--- config.mk ---
export PLATFORM = sky130hd
export DESIGN_NAME = random_sampling_set_table_unit_flat
export DESIGN_NICKNAME = d
export VERILOG_FILES = /design/src/rsst_pkg.sv /design/src/rsst_if.sv /design/src/rsst_datapath.sv /design/src/rsst_ctrl.sv /design/src/random_sampling_set_table_unit.sv /design/src/flat_wrapper.sv
export SDC_FILE = /design/constraint.sdc
export NUM_CORES = 2
export LEC_CHECK = 0
export BUFFER_PORTS_ARGS = -buffer_cell sky130_fd_sc_hd__buf_2
export CAP_MARGIN = 5
export CORE_MARGIN = 5
export CORE_UTILIZATION = 58
export DETAILED_ROUTE_END_ITERATION = 10
export GPL_ROUTABILITY_DRIVEN = 0
export PLACE_DENSITY_LB_ADDON = 0.25
export REMOVE_ABC_BUFFERS = 1
export SLEW_MARGIN = 20
export SYNTH_ARGS = -nofsm -noshare
export SYNTH_HDL_FRONTEND = slang
export SYNTH_SLANG_ARGS = --single-unit
--- constraint.sdc ---
create_clock -name clk -period 10.2 [get_ports clk]
set_input_delay 1.02 -clock clk [delete_from_list [all_inputs] [get_ports clk]]
set_output_delay 1.02 -clock clk [all_outputs]
set_load 0.05 [all_outputs]
--- src/rsst_pkg.sv ---
package rsst_pkg;

    // Capacity of the member table and the widths that follow from it.
    localparam int MAX_MEMBERS = 64;
    localparam int IDX_W       = $clog2(MAX_MEMBERS);
    localparam int CNT_W       = $clog2(MAX_MEMBERS + 1);
    localparam int VALUE_W     = 32;
    localparam int DRAW_W      = 32;
    localparam int OP_W        = 2;
    localparam int STATUS_W    = 3;
    localparam int DIV_CNT_W   = $clog2(DRAW_W);

    typedef enum logic [OP_W-1:0] {
        OP_INSERT = 2'd0,
        OP_REMOVE = 2'd1,
        OP_SAMPLE = 2'd2,
        OP_NONE   = 2'd3
    } opcode_t;

    typedef enum logic [STATUS_W-1:0] {
        ST_DONE    = 3'd0,
        ST_PRESENT = 3'd1,
        ST_ABSENT  = 3'd2,
        ST_EMPTY   = 3'd3,
        ST_FULL    = 3'd4
    } status_t;

    // Commands from the controller to the datapath.
    typedef struct packed {
        logic    capture;
        logic    search_step;
        logic    div_step;
        logic    rd_sample;
        logic    rd_last;
        logic    wr_insert;
        logic    wr_move;
        logic    load_result;
        status_t result_status;
        logic    result_sample;
    } rsst_cmd_t;

    // Status from the datapath to the controller.
    typedef struct packed {
        opcode_t op;
        logic    hit;
        logic    miss;
        logic    div_last;
        logic    empty;
        logic    full;
        logic    out_busy;
    } rsst_sts_t;

endpackage

--- src/rsst_if.sv ---
interface rsst_req_if import rsst_pkg::*; ();
    logic                      valid;
    logic                      ready;
    logic [OP_W-1:0]           opcode;
    logic signed [VALUE_W-1:0] item_value;
    logic [DRAW_W-1:0]         random_draw;

    modport source (output valid, output opcode, output item_value, output random_draw,
                    input ready);
    modport sink (input valid, input opcode, input item_value, input random_draw,
                  output ready);
endinterface

interface rsst_rsp_if import rsst_pkg::*; ();
    logic                      valid;
    logic                      ready;
    logic [STATUS_W-1:0]       status;
    logic signed [VALUE_W-1:0] sampled_value;

    modport source (output valid, output status, output sampled_value, input ready);
    modport sink (input valid, input status, input sampled_value, output ready);
endinterface

--- src/rsst_datapath.sv ---
module rsst_datapath import rsst_pkg::*;
(
    input  logic                      clk,
    input  logic                      rst_n,
    input  rsst_cmd_t                 cmd,
    output rsst_sts_t                 sts,
    input  logic [OP_W-1:0]           opcode,
    input  logic [VALUE_W-1:0]        item_value,
    input  logic [DRAW_W-1:0]         random_draw,
    output logic                      out_valid,
    input  logic                      out_ready,
    output logic [STATUS_W-1:0]       out_status,
    output logic [VALUE_W-1:0]        out_sample
);

    logic [VALUE_W-1:0]   mem [MAX_MEMBERS];
    logic [VALUE_W-1:0]   rd_data_reg;
    logic [OP_W-1:0]      op_reg;
    logic [VALUE_W-1:0]   val_reg;
    logic [DRAW_W-1:0]    draw_reg;
    logic [CNT_W-1:0]     count_reg;
    logic [CNT_W-1:0]     idx_reg;
    logic                 pend_reg;
    logic [IDX_W-1:0]     pend_idx_reg;
    logic [IDX_W-1:0]     slot_reg;
    logic [CNT_W-1:0]     rem_reg;
    logic [DIV_CNT_W-1:0] div_cnt_reg;
    logic                 out_valid_reg;
    logic [STATUS_W-1:0]  out_status_reg;
    logic [VALUE_W-1:0]   out_sample_reg;

    logic                 issue_search;
    logic                 rd_en;
    logic [IDX_W-1:0]     rd_addr;
    logic                 wr_en;
    logic [IDX_W-1:0]     wr_addr;
    logic [VALUE_W-1:0]   wr_data;
    logic [CNT_W-1:0]     last_idx;
    logic [CNT_W:0]       rem_try;
    logic [CNT_W:0]       rem_sub;
    logic [CNT_W-1:0]     rem_next;
    logic                 hit;
    logic                 miss;
    logic                 out_busy;

    // Search issues one read per cycle while entries below the count remain.
    assign issue_search = cmd.search_step && (idx_reg < count_reg);
    assign hit          = pend_reg && (rd_data_reg == val_reg);
    assign miss         = !pend_reg && !(idx_reg < count_reg);
    assign last_idx     = count_reg - 1'b1;

    // Read and write port selection for the member table.
    assign rd_en = issue_search | cmd.rd_sample | cmd.rd_last;
    always_comb
    begin
        if (cmd.rd_last)
        begin
            rd_addr = last_idx[IDX_W-1:0];
        end
        else if (cmd.rd_sample)
        begin
            rd_addr = rem_reg[IDX_W-1:0];
        end
        else
        begin
            rd_addr = idx_reg[IDX_W-1:0];
        end
    end

    assign wr_en   = cmd.wr_insert | cmd.wr_move;
    assign wr_addr = cmd.wr_move ? slot_reg : count_reg[IDX_W-1:0];
    assign wr_data = cmd.wr_move ? rd_data_reg : val_reg;

    // One restoring step of the draw modulo count.
    assign rem_try  = {rem_reg, draw_reg[DRAW_W-1]};
    assign rem_sub  = rem_try - {1'b0, count_reg};
    assign rem_next = (rem_try >= {1'b0, count_reg}) ? rem_sub[CNT_W-1:0]
                                                     : rem_try[CNT_W-1:0];

    // Member table with a registered read port.
    always_ff @(posedge clk)
    begin
        if (wr_en)
        begin
            mem[wr_addr] <= wr_data;
        end
        if (rd_en)
        begin
            rd_data_reg <= mem[rd_addr];
        end
    end

    // Item capture, search pointers and divider working registers.
    always_ff @(posedge clk)
    begin
        if (cmd.capture)
        begin
            op_reg      <= opcode;
            val_reg     <= item_value;
            draw_reg    <= random_draw;
            idx_reg     <= '0;
            rem_reg     <= '0;
            div_cnt_reg <= '0;
        end
        else
        begin
            if (issue_search)
            begin
                idx_reg      <= idx_reg + 1'b1;
                pend_idx_reg <= idx_reg[IDX_W-1:0];
            end
            if (cmd.div_step)
            begin
                rem_reg     <= rem_next;
                draw_reg    <= {draw_reg[DRAW_W-2:0], 1'b0};
                div_cnt_reg <= div_cnt_reg + 1'b1;
            end
        end
        if (cmd.search_step && hit)
        begin
            slot_reg <= pend_idx_reg;
        end
    end

    // Control state: member count and the read-in-flight flag.
    always_ff @(posedge clk or negedge rst_n)
    begin
        if (!rst_n)
        begin
            count_reg <= '0;
            pend_reg  <= 1'b0;
        end
        else
        begin
            if (cmd.capture)
            begin
                pend_reg <= 1'b0;
            end
            else if (cmd.search_step)
            begin
                pend_reg <= issue_search;
            end
            if (cmd.wr_insert)
            begin
                count_reg <= count_reg + 1'b1;
            end
            else if (cmd.wr_move)
            begin
                count_reg <= count_reg - 1'b1;
            end
        end
    end

    // Output register: holds a result until the receiver takes it.
    assign out_busy = out_valid_reg && !out_ready;

    always_ff @(posedge clk or negedge rst_n)
    begin
        if (!rst_n)
        begin
            out_valid_reg <= 1'b0;
        end
        else if (cmd.load_result)
        begin
            out_valid_reg <= 1'b1;
        end
        else if (out_ready)
        begin
            out_valid_reg <= 1'b0;
        end
    end

    always_ff @(posedge clk)
    begin
        if (cmd.load_result)
        begin
            out_status_reg <= cmd.result_status;
            out_sample_reg <= cmd.result_sample ? rd_data_reg : '0;
        end
    end

    assign out_valid  = out_valid_reg;
    assign out_status = out_status_reg;
    assign out_sample = out_sample_reg;

    assign sts.op       = opcode_t'(op_reg);
    assign sts.hit      = hit;
    assign sts.miss     = miss;
    assign sts.div_last = (div_cnt_reg == DIV_CNT_W'(DRAW_W - 1));
    assign sts.empty    = (count_reg == '0);
    assign sts.full     = (count_reg == CNT_W'(MAX_MEMBERS));
    assign sts.out_busy = out_busy;

    // The count never passes the table capacity.
    a_count_bound: assert property (@(posedge clk) disable iff (!rst_n)
        count_reg <= CNT_W'(MAX_MEMBERS))
        else $error("member count exceeds capacity");

    // A new result is never loaded over one the receiver has not taken.
    a_no_overwrite: assert property (@(posedge clk) disable iff (!rst_n)
        cmd.load_result |-> !out_busy)
        else $error("result loaded while output is stalled");

    // An insert grows the count by exactly one.
    a_insert_count: assert property (@(posedge clk) disable iff (!rst_n)
        cmd.wr_insert |=> count_reg == CNT_W'($past(count_reg) + 1'b1))
        else $error("insert did not advance the count");

    // A removal only happens with at least one member present.
    a_move_nonempty: assert property (@(posedge clk) disable iff (!rst_n)
        cmd.wr_move |-> count_reg != '0)
        else $error("removal from an empty table");

endmodule

--- src/rsst_ctrl.sv ---
module rsst_ctrl import rsst_pkg::*;
(
    input  logic      clk,
    input  logic      rst_n,
    input  logic      req_valid,
    output logic      req_ready,
    input  rsst_sts_t sts,
    output rsst_cmd_t cmd
);

    typedef enum logic [7:0] {
        S_IDLE      = 8'b0000_0001,
        S_DISPATCH  = 8'b0000_0010,
        S_SEARCH    = 8'b0000_0100,
        S_DIVIDE    = 8'b0000_1000,
        S_SAMPLE_RD = 8'b0001_0000,
        S_MOVE_RD   = 8'b0010_0000,
        S_MOVE_WR   = 8'b0100_0000,
        S_RESULT    = 8'b1000_0000
    } state_t;

    state_t  state_reg;
    state_t  state_next;
    status_t res_status_reg;
    status_t res_status_next;
    logic    res_sample_reg;
    logic    res_sample_next;

    // Next state and command decode.
    always_comb
    begin
        state_next      = state_reg;
        res_status_next = res_status_reg;
        res_sample_next = res_sample_reg;
        cmd             = '0;
        cmd.result_status = res_status_reg;
        cmd.result_sample = res_sample_reg;
        req_ready       = 1'b0;
        case (state_reg)
            S_IDLE:
            begin
                req_ready = 1'b1;
                if (req_valid)
                begin
                    cmd.capture = 1'b1;
                    state_next  = S_DISPATCH;
                end
            end
            S_DISPATCH:
            begin
                res_status_next = ST_DONE;
                res_sample_next = 1'b0;
                case (sts.op)
                    OP_INSERT, OP_REMOVE:
                    begin
                        state_next = S_SEARCH;
                    end
                    OP_SAMPLE:
                    begin
                        if (sts.empty)
                        begin
                            res_status_next = ST_EMPTY;
                            state_next      = S_RESULT;
                        end
                        else
                        begin
                            state_next = S_DIVIDE;
                        end
                    end
                    default:
                    begin
                        state_next = S_RESULT;
                    end
                endcase
            end
            S_SEARCH:
            begin
                cmd.search_step = 1'b1;
                if (sts.hit)
                begin
                    if (sts.op == OP_INSERT)
                    begin
                        res_status_next = ST_PRESENT;
                        state_next      = S_RESULT;
                    end
                    else
                    begin
                        state_next = S_MOVE_RD;
                    end
                end
                else if (sts.miss)
                begin
                    state_next = S_RESULT;
                    if (sts.op == OP_INSERT)
                    begin
                        if (sts.full)
                        begin
                            res_status_next = ST_FULL;
                        end
                        else
                        begin
                            cmd.wr_insert = 1'b1;
                        end
                    end
                    else
                    begin
                        res_status_next = ST_ABSENT;
                    end
                end
            end
            S_MOVE_RD:
            begin
                cmd.rd_last = 1'b1;
                state_next  = S_MOVE_WR;
            end
            S_MOVE_WR:
            begin
                cmd.wr_move = 1'b1;
                state_next  = S_RESULT;
            end
            S_DIVIDE:
            begin
                cmd.div_step = 1'b1;
                if (sts.div_last)
                begin
                    state_next = S_SAMPLE_RD;
                end
            end
            S_SAMPLE_RD:
            begin
                cmd.rd_sample   = 1'b1;
                res_sample_next = 1'b1;
                state_next      = S_RESULT;
            end
            S_RESULT:
            begin
                if (!sts.out_busy)
                begin
                    cmd.load_result = 1'b1;
                    state_next      = S_IDLE;
                end
            end
            default:
            begin
                state_next = S_IDLE;
            end
        endcase
    end

    always_ff @(posedge clk or negedge rst_n)
    begin
        if (!rst_n)
        begin
            state_reg      <= S_IDLE;
            res_status_reg <= ST_DONE;
            res_sample_reg <= 1'b0;
        end
        else
        begin
            state_reg      <= state_next;
            res_status_reg <= res_status_next;
            res_sample_reg <= res_sample_next;
        end
    end

    // A table write is only issued while resolving a search or a removal.
    a_write_source: assert property (@(posedge clk) disable iff (!rst_n)
        cmd.wr_insert |-> (state_reg == S_SEARCH && sts.miss && !sts.full))
        else $error("insert write outside a failed search");

    // A sample read always follows the last divider step.
    a_sample_after_div: assert property (@(posedge clk) disable iff (!rst_n)
        cmd.rd_sample |-> $past(cmd.div_step) && $past(sts.div_last))
        else $error("sample read before the modulo finished");

    // Accepting an item always starts the dispatch step.
    a_accept_dispatch: assert property (@(posedge clk) disable iff (!rst_n)
        (req_valid && req_ready) |=> state_reg == S_DISPATCH)
        else $error("accepted item was not dispatched");

endmodule

--- src/random_sampling_set_table_unit.sv ---
// Randomized set of distinct signed 32-bit members with insert, remove and
// random sample operations, one item in flight at a time.
// Channel req carries opcode, item_value and random_draw; an item is taken
// when req.valid and req.ready are both high. req.ready is high only while
// the controller is idle.
// Channel rsp returns one result per item: status and sampled_value.
// Insert and remove search the table one entry per cycle through a
// registered read port, and a removal moves the last entry into the gap.
// Sample computes random_draw modulo count with a one-bit-per-cycle
// restoring divider and then reads the entry at the resulting index.
// Results sit in an output register, so the next item is accepted while a
// result waits; if rsp.ready stays low, the following result waits in the
// controller and no further item is taken.
// Reset empties the set at once; the table contents need no clearing.
module random_sampling_set_table_unit import rsst_pkg::*;
(
    input  logic       clk,
    input  logic       rst_n,
    rsst_req_if.sink   req,
    rsst_rsp_if.source rsp
);

    rsst_cmd_t          cmd;
    rsst_sts_t          sts;
    logic [VALUE_W-1:0] out_sample;

    rsst_ctrl u_ctrl
    (
        .clk       (clk),
        .rst_n     (rst_n),
        .req_valid (req.valid),
        .req_ready (req.ready),
        .sts       (sts),
        .cmd       (cmd)
    );

    rsst_datapath u_datapath
    (
        .clk         (clk),
        .rst_n       (rst_n),
        .cmd         (cmd),
        .sts         (sts),
        .opcode      (req.opcode),
        .item_value  (req.item_value),
        .random_draw (req.random_draw),
        .out_valid   (rsp.valid),
        .out_ready   (rsp.ready),
        .out_status  (rsp.status),
        .out_sample  (out_sample)
    );

    assign rsp.sampled_value = out_sample;

endmodule
--- src/flat_wrapper.sv ---
// flat-port wrapper written by rule: the top's interface ports become plain ports
module random_sampling_set_table_unit_flat import rsst_pkg::*;
  (clk, rst_n, req_valid, req_opcode, req_item_value, req_random_draw, req_ready, rsp_valid, rsp_status, rsp_sampled_value, rsp_ready);
  rsst_req_if req_i ();
  rsst_rsp_if rsp_i ();
  input  logic clk;
  input  logic rst_n;
  input wire logic [$bits(req_i.valid)-1:0] req_valid;
  input wire logic [$bits(req_i.opcode)-1:0] req_opcode;
  input wire logic [$bits(req_i.item_value)-1:0] req_item_value;
  input wire logic [$bits(req_i.random_draw)-1:0] req_random_draw;
  output wire logic [$bits(req_i.ready)-1:0] req_ready;
  output wire logic [$bits(rsp_i.valid)-1:0] rsp_valid;
  output wire logic [$bits(rsp_i.status)-1:0] rsp_status;
  output wire logic [$bits(rsp_i.sampled_value)-1:0] rsp_sampled_value;
  input wire logic [$bits(rsp_i.ready)-1:0] rsp_ready;
  assign req_i.valid = req_valid;
  assign req_i.opcode = req_opcode;
  assign req_i.item_value = req_item_value;
  assign req_i.random_draw = req_random_draw;
  assign req_ready = req_i.ready;
  assign rsp_valid = rsp_i.valid;
  assign rsp_status = rsp_i.status;
  assign rsp_sampled_value = rsp_i.sampled_value;
  assign rsp_i.ready = rsp_ready;
  random_sampling_set_table_unit u_core (.clk(clk), .rst_n(rst_n), .req(req_i), .rsp(rsp_i));
endmodule
# After elaboration in Yosys (flattened, before gate mapping)

Memories as Yosys holds them, arrays and structs flattened. A register that Yosys moved wholly into a read port is not among the register bits.
Index checks and enable logic that the tools add are counted.

Bits in registers: 153
Bits in writable memories: 2048
Bits of input ports: 70
Output and inout port bits: 37
Logic and storage cells: 116
Memories kept: 1

Memory list:

| name                  | words | width | rd ports | clocked after memory_dff | wr ports | RTL line            | text |
|---|---|---|---|---|---|---|---|
| u_core.u_datapath.mem | 64    | 32    | 1        | 1                        | 1        | rsst_datapath.sv:16 | `logic [VALUE_W-1:0] mem [MAX_MEMBERS];` |

Add/sub/neg operators: 5
Order comparisons: 2
Equality and inequality tests: 19
Mux-type cells: 48
Bitwise logic cells: 4
Reduce and logical (&&, ||, !) cells: 21

Operators with widths:

| kind                  | count |
|---|---|
| $mux W32              | 3 |
| $mux W8               | 7 |
| $pmux W8 S7           | 1 |
| $eq A32 B32 Y1        | 1 |
| $mux W1               | 21 |
| $mux W7               | 3 |
| $mux W6               | 3 |
| $pmux W8 S2           | 1 |
| $mux W3               | 5 |
| $add A7 B1 Y7 const B | 2 |
| $reduce_bool A2 Y1    | 6 |
| $eq A8 B1 Y1 const B  | 1 |
| $eq A8 B2 Y1 const B  | 1 |
| $eq A8 B3 Y1 const B  | 1 |
| $eq A8 B4 Y1 const B  | 1 |
| $eq A8 B5 Y1 const B  | 1 |
| $eq A8 B6 Y1 const B  | 1 |
| $eq A8 B7 Y1 const B  | 1 |
| $eq A8 B8 Y1 const B  | 1 |
| $ge A8 B7 Y1          | 1 |
| $reduce_and A4 Y1     | 2 |
| $eq A7 B7 Y1 const B  | 1 |
| $logic_not A7 Y1      | 1 |
| $lt A7 B7 Y1          | 1 |
| 20 further kinds      | 32 |

# Depth between registers and ports, before layout

Depth in word-level cells: 9
Depth in mapped cells: 15
Gate-level depth less buffers: 11

# By module

A second synthesis with hierarchy kept.

Cells, all modules: 6351
Area total of the unflattened synthesis: 92777.7 µm²

Modules (own cells, without submodules):

| module        | times used | cells an instance | area an instance (µm²) | sequential area each (µm²) |
|---|---|---|---|---|
| rsst_datapath | 1          | 6258              | 91905.6                | 66458.7 |
| rsst_ctrl     | 1          | 93                | 872.1                  | 301.5 |

# Worst setup path before layout

Ideal clock, no wire load.

Kind: reg-to-reg
From: register u_core.u_ctrl.state_reg[4]
To: memory u_core.u_datapath.mem[0][11], data pin
Data arrival time: 4.259 ns
Data required time: 9.498 ns
Setup slack: 5.239 ns
Cell stages (with the launch flop): 7
Cell sequence: dfrtp_1 buf_1 or2_2 nor4_1 nand3b_1 clkbuf_1 o21ai_0

Cells in the longest elaborated chain, start to end: 3

Ends and longest elaborated chain:

| item                              | RTL line            | text |
|---|---|---|
| start: declaration                | rsst_ctrl.sv:22     | `state_t state_reg;` |
| start signal: assignment          | rsst_ctrl.sv:160    | `state_reg <= state_next;` |
| $eq A8 B7 Y1                      | rsst_ctrl.sv:39     | `case (state_reg)` |
| $mux W1                           | rsst_ctrl.sv:39     |  |
| $mux W32                          | rsst_datapath.sv:72 | `assign wr_data = cmd.wr_move ? rd_data_reg : val_reg;` |
| net u_core.u_datapath.wr_data[11] | rsst_datapath.sv:37 | `logic [VALUE_W-1:0] wr_data;` |
| end: declaration                  | rsst_datapath.sv:16 |  |

The timed path passes the listed nets, and every way through them passes these cells.

# Worst setup path in the final report

From: register u_core.u_ctrl.state_reg[5]
To: register u_core.u_datapath.rd_data_reg[29], read port of u_core.u_datapath.mem, data pin

Cells in the longest elaborated chain, start to end: 5
Elaborated cells between the ends (all ways): 11
Those cells by class: 3 x eq/ne; 5 x mux; 2 x bitwise; 1 x reduce/logical

Ends and longest elaborated chain:

| item                       | RTL line            | text |
|---|---|---|
| $eq A8 B3 Y1               | rsst_ctrl.sv:39     |  |
| $mux W1                    | rsst_ctrl.sv:39     |  |
| $logic_and A1 B1 Y1        | rsst_datapath.sv:47 | `assign issue_search = cmd.search_step && (idx_reg < count_reg);` |
| $or A1 B1 Y1 (2 in series) | rsst_datapath.sv:53 | `assign rd_en = issue_search \| cmd.rd_sample \| cmd.rd_last;` |
| end: declaration           | rsst_datapath.sv:17 | `logic [VALUE_W-1:0] rd_data_reg;` |

Parallel ways exist; a longest one is shown, timed or not.
A chain may end at the register's enable or synchronous reset.

==> reports/results.tsv <==
metric	value	unit
drtAntennaViolNets	0	
rsz0062_at_grt	false	
syn_area	0.0872	mm²
ff2ff_path_depth	9	
placed_cells	6766	
die_w	398	µm
setup_violations	0	
overflow	0	
cp-endpoint	u_core.u_datapath.rd_data_reg[29]$_DFFE_PP_	
dieHeight	398	µm
grt_pass1_wl	335000	µm
ys_seq_area_share	76.5	%
wl_per_cell	33.0	µm
cts_hold_buf	0	
leakage	32.3	nW
vias	47900	
synthToLayoutAreaGrowth	11.7	%
worst-setup-path-type	register to register	
synth_cells	4751	
ios	107	
largest_reg_flops	2048	
crit_path_start	u_core.u_ctrl.state_reg[5]$_DFFE_PN0P_	
end_kind	register	
worstPathArrival	6690	ps
cts.path.max_buffers	3	
root_buffer	clkbuf_16	
top_register	u_core.u_datapath.mem	
cts_tree	built	
fmax	163	MHz
drtIter0Drc	7833	
synth_edf_count	2193	
reg2reg_setup_slack	4070	ps
via_per_inst	6.70	
min_period	6130	ps
synthArstFlopShare	0.940	%
dieArea	0.158	mm²
worstSetupStartpointType	register	
finalPower	19.5	mW
port-buffer-count	106	
worstSkewPairLatency	830	ps
hp-class	primary input to async pin	
wirelength	236000	µm
worst_pin_slew	1210	ps
post_cts.repair.setup_buffers	0	
power_density	200	mW/mm²
drv_cap	0	
final_core_util	65.0	%
synth_warnings	0	
fin_cells	7147	
hold_viol	0	
htreeDepth	4	
min_period_over_period	60.1	%
worst_slack	4070	ps
drt-pass1-iter-count	6	
core_area	0.150	mm²
layout_commonest_cell	edfxtp_1	
synthDistinctLibCells	82	
cts_resized	0	
grt_use_total	29.9	%
post-dp-hpwl	130000	µm
avgSynthCellArea	18.4	µm²
cts_buffers	208	
clock_sinks	2233	
num_rows	142	
grt_start_max_net_pins	120	
post-place-ws	4270	ps
ir_drop	0.192	mV
regToRegStartpoint	u_core.u_ctrl.state_reg[5]$_DFFE_PN0P_	
status	complete, no violations	
relSlewSlack	18.5	%
drive_gt1_share	20.0	%
path_clk_slew	70	ps
critical_path.max_fanout	113	
first_global_vias	46300	
whs	174	ps
drc	0	
fin_skew	27.8	ps
synthFlopType	edfxtp_1	
layout_common_cells	2193 x edfxtp_1, 532 x nand2_1, 334 x mux4_2	
fin_nets	5049	
r2r_end	u_core.u_datapath.rd_data_reg[29]$_DFFE_PP_	
start_util	58.2	%
crit_required	10760	ps
timing.final.max_slew_violations	0	
synth-seq-cells	2233	
antenna_found_initial	13	
## cell type report
type	count	area (µm²)
Timing Repair Buffer	269	1820
Inverter	20	76.3
Sequential cell	2233	66800
Antenna cell	7	17.5
Clock buffer	276	5530
Fill cell	9802	52300
Clock inverter	98	806
Multi-Input combinational cell	2228	19900
Tap cell	2016	2520
## stage by stage
stage	area [µm²]	TNS (ps)
floorplan	85900	-1306320
global placement	91000	0
detailed placement	91100	0
CTS	97400	0
global route	97400	0
finish	97400	0
## cells by family (layout without fill, tap and decap cells)
family                   Yosys count  in the layout  synth area share, %
adder cells (fa/ha/maj)           19             19                0.281
other                              0              7                    0
AND/OR/NAND/NOR                 1066           1066                 5.55
buffers and inverters            290            663                 1.64
flip-flops                      2233           2233                 76.5
multiplexers                     549            549                 11.1
XOR/XNOR                          50             50                0.502
AO/OA/AOI/OAI                    544            544                 4.40
## power breakdown
group	internal [mW]	switching, mW
sequential	10.7	0.0746
clock	4.11	3.22
combinational	0.281	1.11
## worst min path at each step
| stage | startpoint | endpoint | slack, ps | depth (start not counted) |
|---|---|---|---|---|
| floorplan | u_core.u_datapath.pend_idx_reg[0]$_DFFE_PP_ | u_core.u_datapath.slot_reg[0]$_DFFE_PP_ | 400 | 0 |
| global placement | u_core.u_datapath.pend_idx_reg[4]$_DFFE_PP_ | u_core.u_datapath.slot_reg[4]$_DFFE_PP_ | 400 | 0 |
| detailed placement | u_core.u_datapath.pend_idx_reg[3]$_DFFE_PP_ | u_core.u_datapath.slot_reg[3]$_DFFE_PP_ | 410 | 0 |
| CTS | rst_n | u_core.u_datapath.pend_reg$_DFFE_PN0P_ | 120 | 1 |
| global route | rst_n | u_core.u_ctrl.res_status_reg[0]$_DFFE_PN0P_ | 180 | 1 |
| finish | rst_n | u_core.u_datapath.pend_reg$_DFFE_PN0P_ | 170 | 1 |
## metal layers
metal  global-route usage [%]  vias up  share of wire (%)
met1                     42.9    24500                 37
met4                     11.7        4                4.3
met2                     44.3     3355                 45
met3                     8.41      447                 13
li1                         -    19600                  -
met5                        0        -              0.010
## critical path: stages, from the launching register on
cell      delay [ps]
dfrtp_1          540
nor4b_1          730
nand3_1          360
o211ai_1         620
buf_12           600
buf_4            930
mux4_2           630
a22oi_1          170
nand4_1          520
or3_1            550
## Yosys cell counts (20+ instances only)
cell,n,area share (%)
nand3_1,108,0.62
a21oi_1,89,0.51
and3_1,23,0.16
dfrtp_1,20,0.57
a221oi_1,25,0.25
o21ai_0,34,0.20
buf_4,31,0.27
clkbuf_1,129,0.56
mux4_2,334,8.6
xor2_1,34,0.34
mux2i_1,208,2.4
nand4_1,79,0.57
or3_1,24,0.17
a211oi_1,49,0.42
nor2_1,131,0.56
nor4_1,35,0.25
o22ai_1,85,0.61
a22oi_1,118,1.0
and2_1,37,0.27
buf_2,78,0.45
edfxtp_1,2193,75
o21bai_1,35,0.30
nand2_1,568,2.4
No activity file was read; power rests on OpenSTA's default activity.
